File: src/rtl/kwdt_pkg.sv
// shared types, codes and constants of the keyed watchdog timer
// no dependencies; used by kwdt_step and keyed_watchdog_timer_core
package kwdt_pkg;

  typedef enum logic [1:0] {
    MODE_TICK  = 2'd0,
    MODE_READ  = 2'd1,
    MODE_WRITE = 2'd2,
    MODE_NONE  = 2'd3
  } kwdt_mode_e;

  typedef enum logic [1:0] {
    SEL_CTRL  = 2'd0,
    SEL_COUNT = 2'd1,
    SEL_RSTAT = 2'd2,
    SEL_NONE  = 2'd3
  } kwdt_sel_e;

  typedef enum logic [1:0] {
    ST_OK        = 2'd0,
    ST_BAD_KEY   = 2'd1,
    ST_CTRL_BITS = 2'd2,
    ST_UNREAD    = 2'd3
  } kwdt_status_e;

  localparam logic [7:0] KeyCount     = 8'h5A;
  localparam logic [7:0] KeyCtrl      = 8'hA5;
  localparam logic [7:0] CtrlRequired = 8'h98;
  localparam logic [7:0] CtrlReadOr   = 8'h18;
  localparam logic [7:0] RstReadOr    = 8'h1F;
  localparam int unsigned CtrlEnaBit  = 5;
  localparam int unsigned CtrlWdtBit  = 6;
  localparam int unsigned RstEnaBit   = 6;
  localparam int unsigned PsW         = 17;

  typedef struct packed {
    logic [7:0]     ctrl;
    logic [7:0]     count;
    logic [PsW-1:0] pscale;
    logic           ovf;
    logic           rst_en;
    logic           flag_read;
  } kwdt_state_t;

  typedef struct packed {
    logic [7:0]   read_data;
    logic         interval_pulse;
    logic         reset_request;
    logic         overflow_flag;
    kwdt_status_e status;
  } kwdt_result_t;

  // prescaler divisor, one bit wider than the prescale count
  function automatic logic [PsW:0] divisor(input logic [2:0] sel);
    logic [PsW:0] d;
    unique case (sel)
      3'd0:    d = 18'd4;
      3'd1:    d = 18'd64;
      3'd2:    d = 18'd128;
      3'd3:    d = 18'd512;
      3'd4:    d = 18'd2048;
      3'd5:    d = 18'd8192;
      3'd6:    d = 18'd32768;
      default: d = 18'd131072;
    endcase
    return d;
  endfunction

endpackage

File: src/rtl/kwdt_step.sv
// next-state and result logic for one item of the keyed watchdog timer
// depends on kwdt_pkg
module kwdt_step (
  input  kwdt_pkg::kwdt_state_t  state_i,
  input  logic [1:0]             mode_i,
  input  logic [1:0]             reg_select_i,
  input  logic [15:0]            write_data_i,
  output kwdt_pkg::kwdt_state_t  state_o,
  output kwdt_pkg::kwdt_result_t result_o
);
  import kwdt_pkg::*;

  logic [7:0]   key;
  logic [7:0]   low;
  logic [PsW:0] ps_inc;
  logic         period_done;

  assign key         = write_data_i[15:8];
  assign low         = write_data_i[7:0];
  assign ps_inc      = {1'b0, state_i.pscale} + {{PsW{1'b0}}, 1'b1};
  assign period_done = ps_inc >= divisor(state_i.ctrl[2:0]);

  always_comb begin
    state_o  = state_i;
    result_o = '0;
    result_o.status = ST_OK;
    unique case (kwdt_mode_e'(mode_i))
      MODE_TICK: begin
        if (state_i.ctrl[CtrlEnaBit]) begin
          if (period_done) begin
            state_o.pscale = '0;
            state_o.count  = state_i.count + 8'd1;
            if (state_i.count == 8'hFF) begin
              if (state_i.ctrl[CtrlWdtBit]) begin
                state_o.ovf = 1'b1;
                result_o.reset_request = state_i.rst_en;
              end else begin
                result_o.interval_pulse = 1'b1;
              end
            end
          end else begin
            state_o.pscale = ps_inc[PsW-1:0];
          end
        end
      end
      MODE_READ: begin
        unique case (kwdt_sel_e'(reg_select_i))
          SEL_CTRL:  result_o.read_data = state_i.ctrl | CtrlReadOr;
          SEL_COUNT: result_o.read_data = state_i.count;
          SEL_RSTAT: begin
            if (state_i.ovf) state_o.flag_read = 1'b1;
            result_o.read_data = {state_i.ovf, state_i.rst_en, 6'd0} | RstReadOr;
          end
          default:   result_o.read_data = '0;
        endcase
      end
      MODE_WRITE: begin
        unique case (kwdt_sel_e'(reg_select_i))
          SEL_CTRL: begin
            priority if (key == KeyCount) begin
              state_o.count = low;
            end else if (key == KeyCtrl) begin
              state_o.ctrl = low;
              if ((low & CtrlRequired) != CtrlRequired) result_o.status = ST_CTRL_BITS;
            end else begin
              result_o.status = ST_BAD_KEY;
            end
          end
          SEL_RSTAT: begin
            priority if (key == KeyCtrl) begin
              // bit 0 set leaves the flag alone
              if (!low[0]) begin
                if (!state_i.flag_read) result_o.status = ST_UNREAD;
                state_o.flag_read = 1'b0;
                state_o.ovf       = 1'b0;
              end
            end else if (key == KeyCount) begin
              state_o.rst_en = low[RstEnaBit];
            end else begin
              result_o.status = ST_BAD_KEY;
            end
          end
          default: ;
        endcase
      end
      default: ;
    endcase
    result_o.overflow_flag = state_o.ovf;
  end

endmodule

File: src/rtl/keyed_watchdog_timer_core.sv
// channel  dir  handshake                    payload
// s_axis   in   s_axis_tvalid/s_axis_tready  tuser: mode, reg_select; tdata: write_data
// m_axis   out  m_axis_tvalid/m_axis_tready  tdata: read_data, pulse, reset req, flag, status
//
// one item per cycle sustained while the output is not stalled; the result is offered
// from the result register after the item has passed the input register; the timer
// state and the result register update when the item fires, through one pass of kwdt_step
// rst_ni clears the timer state and both valid flags asynchronously
// a stalled output holds its result; the input register keeps taking items
// as long as the result register can move
module keyed_watchdog_timer_core (
  input  logic        clk_i,
  input  logic        rst_ni,
  input  logic        s_axis_tvalid,
  output logic        s_axis_tready,
  input  logic [15:0] s_axis_tdata,   // [15:0] write_data
  input  logic [3:0]  s_axis_tuser,   // [1:0] mode, [3:2] reg_select
  output logic        m_axis_tvalid,
  input  logic        m_axis_tready,
  output logic [15:0] m_axis_tdata    // [7:0] read_data, [8] interval_pulse,
                                      // [9] reset_request, [10] overflow_flag,
                                      // [12:11] status, [15:13] zero
);
  import kwdt_pkg::*;

  logic         in_valid_q;
  logic [1:0]   in_mode_q;
  logic [1:0]   in_sel_q;
  logic [15:0]  in_data_q;
  logic         out_valid_q;
  kwdt_result_t out_res_q;
  kwdt_state_t  state_q;
  kwdt_state_t  state_d;
  kwdt_result_t res_d;
  logic         fire;
  logic         in_take;

  assign fire          = in_valid_q && (!out_valid_q || m_axis_tready);
  assign s_axis_tready = !in_valid_q || fire;
  assign in_take       = s_axis_tvalid && s_axis_tready;

  kwdt_step u_step (
    .state_i      (state_q),
    .mode_i       (in_mode_q),
    .reg_select_i (in_sel_q),
    .write_data_i (in_data_q),
    .state_o      (state_d),
    .result_o     (res_d)
  );

  always_ff @(posedge clk_i or negedge rst_ni) begin
    if (!rst_ni) begin
      in_valid_q  <= 1'b0;
      out_valid_q <= 1'b0;
      state_q     <= '0;
    end else begin
      if (in_take) begin
        in_valid_q <= 1'b1;
      end else if (fire) begin
        in_valid_q <= 1'b0;
      end
      if (fire) begin
        out_valid_q <= 1'b1;
        state_q     <= state_d;
      end else if (m_axis_tready) begin
        out_valid_q <= 1'b0;
      end
    end
  end

  always_ff @(posedge clk_i) begin
    if (in_take) begin
      in_mode_q <= s_axis_tuser[1:0];
      in_sel_q  <= s_axis_tuser[3:2];
      in_data_q <= s_axis_tdata;
    end
    if (fire) begin
      out_res_q <= res_d;
    end
  end

  assign m_axis_tvalid = out_valid_q;
  assign m_axis_tdata  = {3'b000, out_res_q.status, out_res_q.overflow_flag,
                          out_res_q.reset_request, out_res_q.interval_pulse,
                          out_res_q.read_data};

endmodule

File: config.mk
export PLATFORM = sky130hd
export DESIGN_NAME = keyed_watchdog_timer_core
export DESIGN_NICKNAME = d
export VERILOG_FILES = /design/src/rtl/kwdt_pkg.sv /design/src/rtl/kwdt_step.sv /design/src/rtl/keyed_watchdog_timer_core.sv
export SDC_FILE = /design/constraint.sdc
export NUM_CORES = 1
export LEC_CHECK = 0
export BUFFER_PORTS_ARGS = -buffer_cell sky130_fd_sc_hd__buf_2
export CORE_UTILIZATION = 48
export DETAILED_ROUTE_END_ITERATION = 10
export PLACE_DENSITY = 0.7
export RECOVER_POWER = 25
export SYNTH_ARGS = -nofsm -noshare
export SYNTH_HDL_FRONTEND = slang
export SYNTH_SLANG_ARGS = --single-unit
export TNS_END_PERCENT = 20
File: constraint.sdc
create_clock -name clk_i -period 3.7 [get_ports clk_i]
set_input_delay 0 -clock clk_i [delete_from_list [all_inputs] [get_ports clk_i]]
set_output_delay 0 -clock clk_i [all_outputs]
set_load 0.03 [all_outputs]
[Yosys cells after proc, flatten, opt, wreduce, memory -nomap -nowiden]
Index checks and enable logic that the tools add are counted.
Storage, ports and cells
  flip-flop bits (word level): 71
  bits in latches: 0
  RAM bits: 0
  ROM bits: 0
  bits of input ports: 24
  output and inout bits: 18
  word-level logic and storage cells: 99
  memories: 0
Operators by class
  add/sub/neg operators: 2
  $mul: 0
  div/mod/pow operators: 0
  order comparisons: 1
  equal/unequal tests: 23
  shift-type cells: 0
  mux-type cells: 35
  bitwise gates (word level): 2
  reduce and logical (&&, ||, !) cells: 20
Operators with widths (count)
  one-hot mux 18 bit (7 select lines): 1
  2-to-1 mux 26 bit: 1
  2-to-1 mux 8 bit: 3
  one-hot mux 8 bit (3 select lines): 1
  adder 17 x 1 -> 18 bit (second input constant): 1
  greater-or-equal comparator 18 bit: 1
  2-to-1 mux 1 bit: 17
  2-to-1 mux 17 bit: 1
  == test 8 bit (second input constant): 2
  one-hot mux 8 bit (2 select lines): 1
  AND reduction 5 bit: 3
  2-to-1 mux 2 bit: 6
  inequality test 2 bit (second input constant): 5
  == test 3 bit (second input constant): 3
  adder 8 x 1 -> 8 bit (second input constant): 1
  == test 8 x 7 -> 1 bit (second input constant): 1
  inequality test 2 x 1 -> 1 bit (second input constant): 4
  nonzero test 2 bit: 4
  AND reduction 7 bit: 1
  == test 3 x 2 -> 1 bit (second input constant): 2
  AND reduction 6 bit: 1
  == test 2 x 1 -> 1 bit (second input constant): 2
  == test 2 bit (second input constant): 2
  logical NOT 2 bit: 2
  12 further kinds: 17

[Longest topological paths before layout]
  depth after elaboration: 6
  gate-level depth with buffers: 17
  gate-level depth less buffers: 14

[By module]
A second synthesis with hierarchy kept.
Second synthesis, totals
  cells, all modules: 417
  area total of the unflattened synthesis: 4471.8 um^2
By module, submodules not included
  keyed_watchdog_timer_core: times used 1, cells each 121, area each 2571.2 um^2, sequential area each 1941.9 um^2
  kwdt_step: times used 1, cells each 296, area each 1900.6 um^2, sequential area each 0.0 um^2

[Least setup slack after synthesis]
No wires, ideal clock.
  kind: flip-flop to flip-flop
  from: reg state_q[7] (netlist name)
  to: reg out_res_q, in the netlist m_axis_tdata[9], data pin
  library setup time: 0.255 ns
  arrival: 2.880 ns
  required time: 3.445 ns
  path slack: 0.566 ns
  cell stages (with the launch flop): 16
  path buffers: 2
  clock period less this slack: 3.134 ns
  cells stage by stage: dfrtp_1 -> buf_4 -> nand4_2 -> buf_6 -> nor2_1 -> and4_1 -> nand4_1 -> nor2_1 -> and3_1 -> ha_1 -> nand2b_1 -> mux2_1 -> o2111ai_2 -> o21bai_1 -> nor4_2 -> and2_1
On the way
  word-level cells in the longest chain between the ends: 3
RTL lines
  from (decl): line keyed_watchdog_timer_core.sv:32  | kwdt_state_t state_q;
  from (signal assigned): line keyed_watchdog_timer_core.sv:64  | state_q <= state_d;
  adder 17 x 1 -> 18 bit: line kwdt_step.sv:20  | assign ps_inc = {1'b0, state_i.pscale} + {{PsW{1'b0}}, 1'b1};
  greater-or-equal comparator 18 bit: line kwdt_step.sv:21  | assign period_done = ps_inc >= divisor(state_i.ctrl[2:0]);
  AND reduction 5 bit (no line)
  to (signal assigned): line keyed_watchdog_timer_core.sv:78  | out_res_q <= res_d;
  to (decl): line keyed_watchdog_timer_core.sv:31  | kwdt_result_t out_res_q;
No other way between the ends.
A chain may end at the register's enable or synchronous reset.

[Worst setup path after layout]
  from: reg state_q[5] (netlist name)
  to: reg state_q[26] (netlist name)
On the way
  word-level cells in the longest chain between the ends: 4
RTL lines (line)
  adder 17 x 1 -> 18 bit: kwdt_step.sv:20
  greater-or-equal comparator 18 bit: kwdt_step.sv:21
  inequality test 2 x 1 -> 1 bit (no line)
  AND reduction 6 bit (no line)
No other way between the ends.

==> results.py <==
metrics = {
    "final_layout": {
        "drive_gt1_share_pct": 14.80,
        "fin_cells": 548,
        "regArea_sq_um": 1892,
        "n_antenna_cell": 0,
        "syn_to_final_growth_pct": 19.13,
        "final_nets": 476,
        "multiInputGateArea_sq_um": 1778,
        "n_fill_cell": 670,
        "final_util_pct": 59.00,
    },
    "place": {
        "dp_hpwl_microns": 5601,
        "place.gp.congestion": 0.8628,
        "io_buffers": 38,
        "dp_cells": 508,
    },
    "grt": {
        "grtUsageTotal_pct": 22.10,
        "grt_pass1_wl_microns": 14400,
        "first_global_vias": 3050,
        "grt_max_degree": 37,
        "antenna_found_initial": 0,
        "grt.overflow.total": 0,
    },
    "critical_path": {
        "path_max_fanout": 10,
        "cp-start-kind": "flop",
        "critPathCaptureType": "flop",
        "reg2reg_from": "state_q[5]$_DFFE_PN0P_",
        "cp_data_arrival_time_ns": 3.63,
        "worstSetupPathType": "reg -> reg",
        "crit_required_ns": 3.98,
        "critical_path.startpoint": "state_q[5]$_DFFE_PN0P_",
        "reg2reg_depth": 14,
        "cp-endpoint": "state_q[26]$_DFFE_PN0P_",
        "ff2ff_setup_slack_ns": 0.35,
        "rr_endpoint": "state_q[26]$_DFFE_PN0P_",
    },
    "clock_tree": {
        "htree_levels": 3,
        "clkTransAtPathRegs_ns": 0.08,
        "clock_latency_ns": 0.35,
        "cts_setup_buffers": 0,
        "clockBufferDepth": 2,
        "clock-sinks": 69,
        "root_buffer": "clkbuf_8",
        "cts_tree": "built",
        "numCtsBuffers": 9,
    },
    "timing": {
        "fin_setup_tns_ns": 0,
        "finalMaxSlewViolations": 37,
        "fin_worst_skew_ns": 0.008838,
        "finalHoldViolations": 0,
        "period_share_pct": 90.41,
        "period_minus_slack_ns": 3.345,
        "rsz0062_at_grt": "false",
        "setup-violations-final": 0,
        "maxSlewHeadroom_pct": -34.35,
        "tightest_slew_ns": 2.015,
        "max_freq_mhz": 298.9,
    },
    "routing": {
        "drtIter0Drc": 221,
        "antenna_left": 0,
        "drt_wl_total_microns": 8354,
        "drc": 1,
        "vias": 3142,
        "drt_pass1_iterations": 8,
        "viasPerCell": 5.734,
        "routedWlPerCell_microns": 15.24,
    },
    "floorplan": {
        "rows": 32,
        "die_w_microns": 91.06,
        "die_y_microns": 91.06,
        "ios": 42,
        "start_util_pct": 49.53,
        "coreArea_sq_um": 7687,
        "die_area_sq_um": 8292,
    },
    "synth": {
        "synth-main-ff-cell": "dfrtp_1",
        "synth_top_family_by_area": "simple AND/OR/NAND/NOR gates",
        "ys_warn_count": 0,
        "synthSimpleGateAreaFrac_pct": 24.38,
        "ys_top_cells_by_count": "nand2_1 (44), dfrtp_1 (36), nor2_1 (34), edfxtp_1 (33), o21ai_0 (21)",
        "synth_top_area_share_pct": 26.03,
        "synth-xor-area-share_pct": 1.840,
        "synth.avg_cell_area_sq_um": 9.967,
        "synth.most_common_cell": "nand2_1",
        "synth-seq-cells": 69,
        "yosysUniqueCellTypes": 67,
        "synth_compound_area_share_pct": 12.52,
        "synth_area_leaders": "edfxtp_1 (26%), dfrtp_1 (24%), nand2_1 (4.3%)",
        "netlist_instances": 382,
        "synth_area_leader_cell": "edfxtp_1",
        "syn_area_sq_um": 3807,
        "synthMuxAreaShare_pct": 3.648,
        "synthArstFlopShare_pct": 52.17,
        "yosysSeqAreaShare_pct": 49.69,
        "synth-edff-count": 33,
        "yosys.area_share.adder_pct": 3.615,
    },
    "pwr": {
        "leakagePower_nw": 1.911,
        "ir_worst_vdd_mv": 0.2532,
        "power_density_nw_per_um2": 405.8,
    },
    "outcome": {
        "outcome": "complete, but fails checks",
        "failed_checks": "DRC, capacitance limit, slew limit",
    },
    "run": {
        "maxCapViolations": 1,
    },
    "worst_hold_path": {
        "hp-class": "in -> reg",
    },
}
logic make-up (layout without fill, tap and decap cells):
family                     after synthesis  after routing
other                                    1              3
and+or+nand+nor                        171            171
muxes                                   13             13
adders and majority gates               11             11
AOI/OAI and AO/OA                       75             75
xor gates and xnor gates                 8              8
DFF                                     69             69
buffers and inverters                   34             96
routing by layer:
layer / GRT usage, % / routed length (microns) / vias to the layer above / part of all wire [%]
met5: 0 / 0 / - / 0
met3: 4.271 / 508 / 19 / 6.1
met1: 28.79 / 3753 / 1483 / 45
li1: - / - / 1505 / -
met2: 35.10 / 3914 / 135 / 47
met4: 11.38 / 178 / 0 / 2.1
state kept, by name, summed over array words and instances, names as in the netlist:
name,cells
in_data_q,16
in_valid_q,1
state_q,34
in_mode_q,2
in_sel_q,2
m_axis_tvalid,1
m_axis_tdata,13
worst min path at each step:
stage / cells after the start / from / slack, ns / endpoint
after global routing: 2 / s_axis_tdata[5] / 0.35 / in_data_q[5]$_DFFE_PP_
after floorplan: 0 / rst_ni / -0.30 / in_valid_q$_DFFE_PN0P_
after detailed placement: 1 / rst_ni / 0.16 / state_q[9]$_DFFE_PN0P_
final: 2 / s_axis_tdata[8] / 0.36 / in_data_q[8]$_DFFE_PP_
after global placement: 1 / rst_ni / 0.15 / state_q[9]$_DFFE_PN0P_
after CTS: 2 / rst_ni / 0.31 / state_q[7]$_DFFE_PN0P_
cell usage in the layout, fill, tap and decap left out, drive strengths merged, types with 3 or more instances in the layout:
cell / synthesis / layout
nand2: 44 / 44
dfrtp: 36 / 36
nor2: 36 / 36
edfxtp: 33 / 33
buf: 11 / 31
o21ai: 25 / 25
dlygate4sd3: 0 / 24
clkbuf: 13 / 24
nand3: 19 / 19
a21oi: 19 / 19
nor3: 15 / 15
inv: 10 / 14
ha: 11 / 11
nand2b: 9 / 9
nand4: 9 / 9
mux2: 7 / 7
xnor2: 6 / 6
and3: 6 / 6
mux2i: 6 / 6
nor4: 6 / 6
nand3b: 4 / 4
a31oi: 4 / 4
o31ai: 4 / 4
and2: 4 / 4
nor2b: 3 / 3
conb: 1 / 3
power by group:
part | switching, mW | leakage [nW] | internal, mW
Clock | 0.305 | 0.113 | 0.391
Sequential | 0.0393 | 0.794 | 0.853
Combinational | 0.156 | 1.00 | 0.0961
Total | 0.500 | 1.91 | 1.34
metrics by stage:
stage                     hold WS, ns  cell area (sq um)  total power, mW  setup WS (ns)
after floorplan               -0.2956               3815            1.060         0.5658
after global placement         0.1461               4070            1.130         0.4355
after detailed placement       0.1565               4070            1.137         0.3390
after CTS                      0.3136               4539            1.859         0.2995
after global routing           0.3467               4536            1.919        0.07485
final                          0.3593               4536            1.841         0.3548
final cells by class:
type | instances | area share, %
multi-input cells | 281 | 39.20
well taps | 102 | 2.814
flip-flops and latches | 69 | 41.71
repair buffers | 70 | 10.40
inverters | 10 | 0.8276
clock inverters | 7 | 2.317
clock buffers | 9 | 2.731
what timing repair did:
item	in CTS	in global routing
setup endpoints to repair	0	7
hold endpoints to repair	58	0
hold buffers	24	0
gates resized for setup	0	2
worst max-delay path: stages, from the launching register on:
cell and delay [ns]:
dfrtp_1 0.47, nand3_1 0.15, nor2_1 0.17, and4_1 0.24, nand4_1 0.19, nor2_1 0.20, and3_1 0.19, ha_1 0.20
nand2b_1 0.06, mux2_1 0.33, o2111ai_4 0.20, a21o_1 0.20, nor2_2 0.09, or4_1 0.48, nand3_1 0.09
Power figures use the tool's default switching activity.
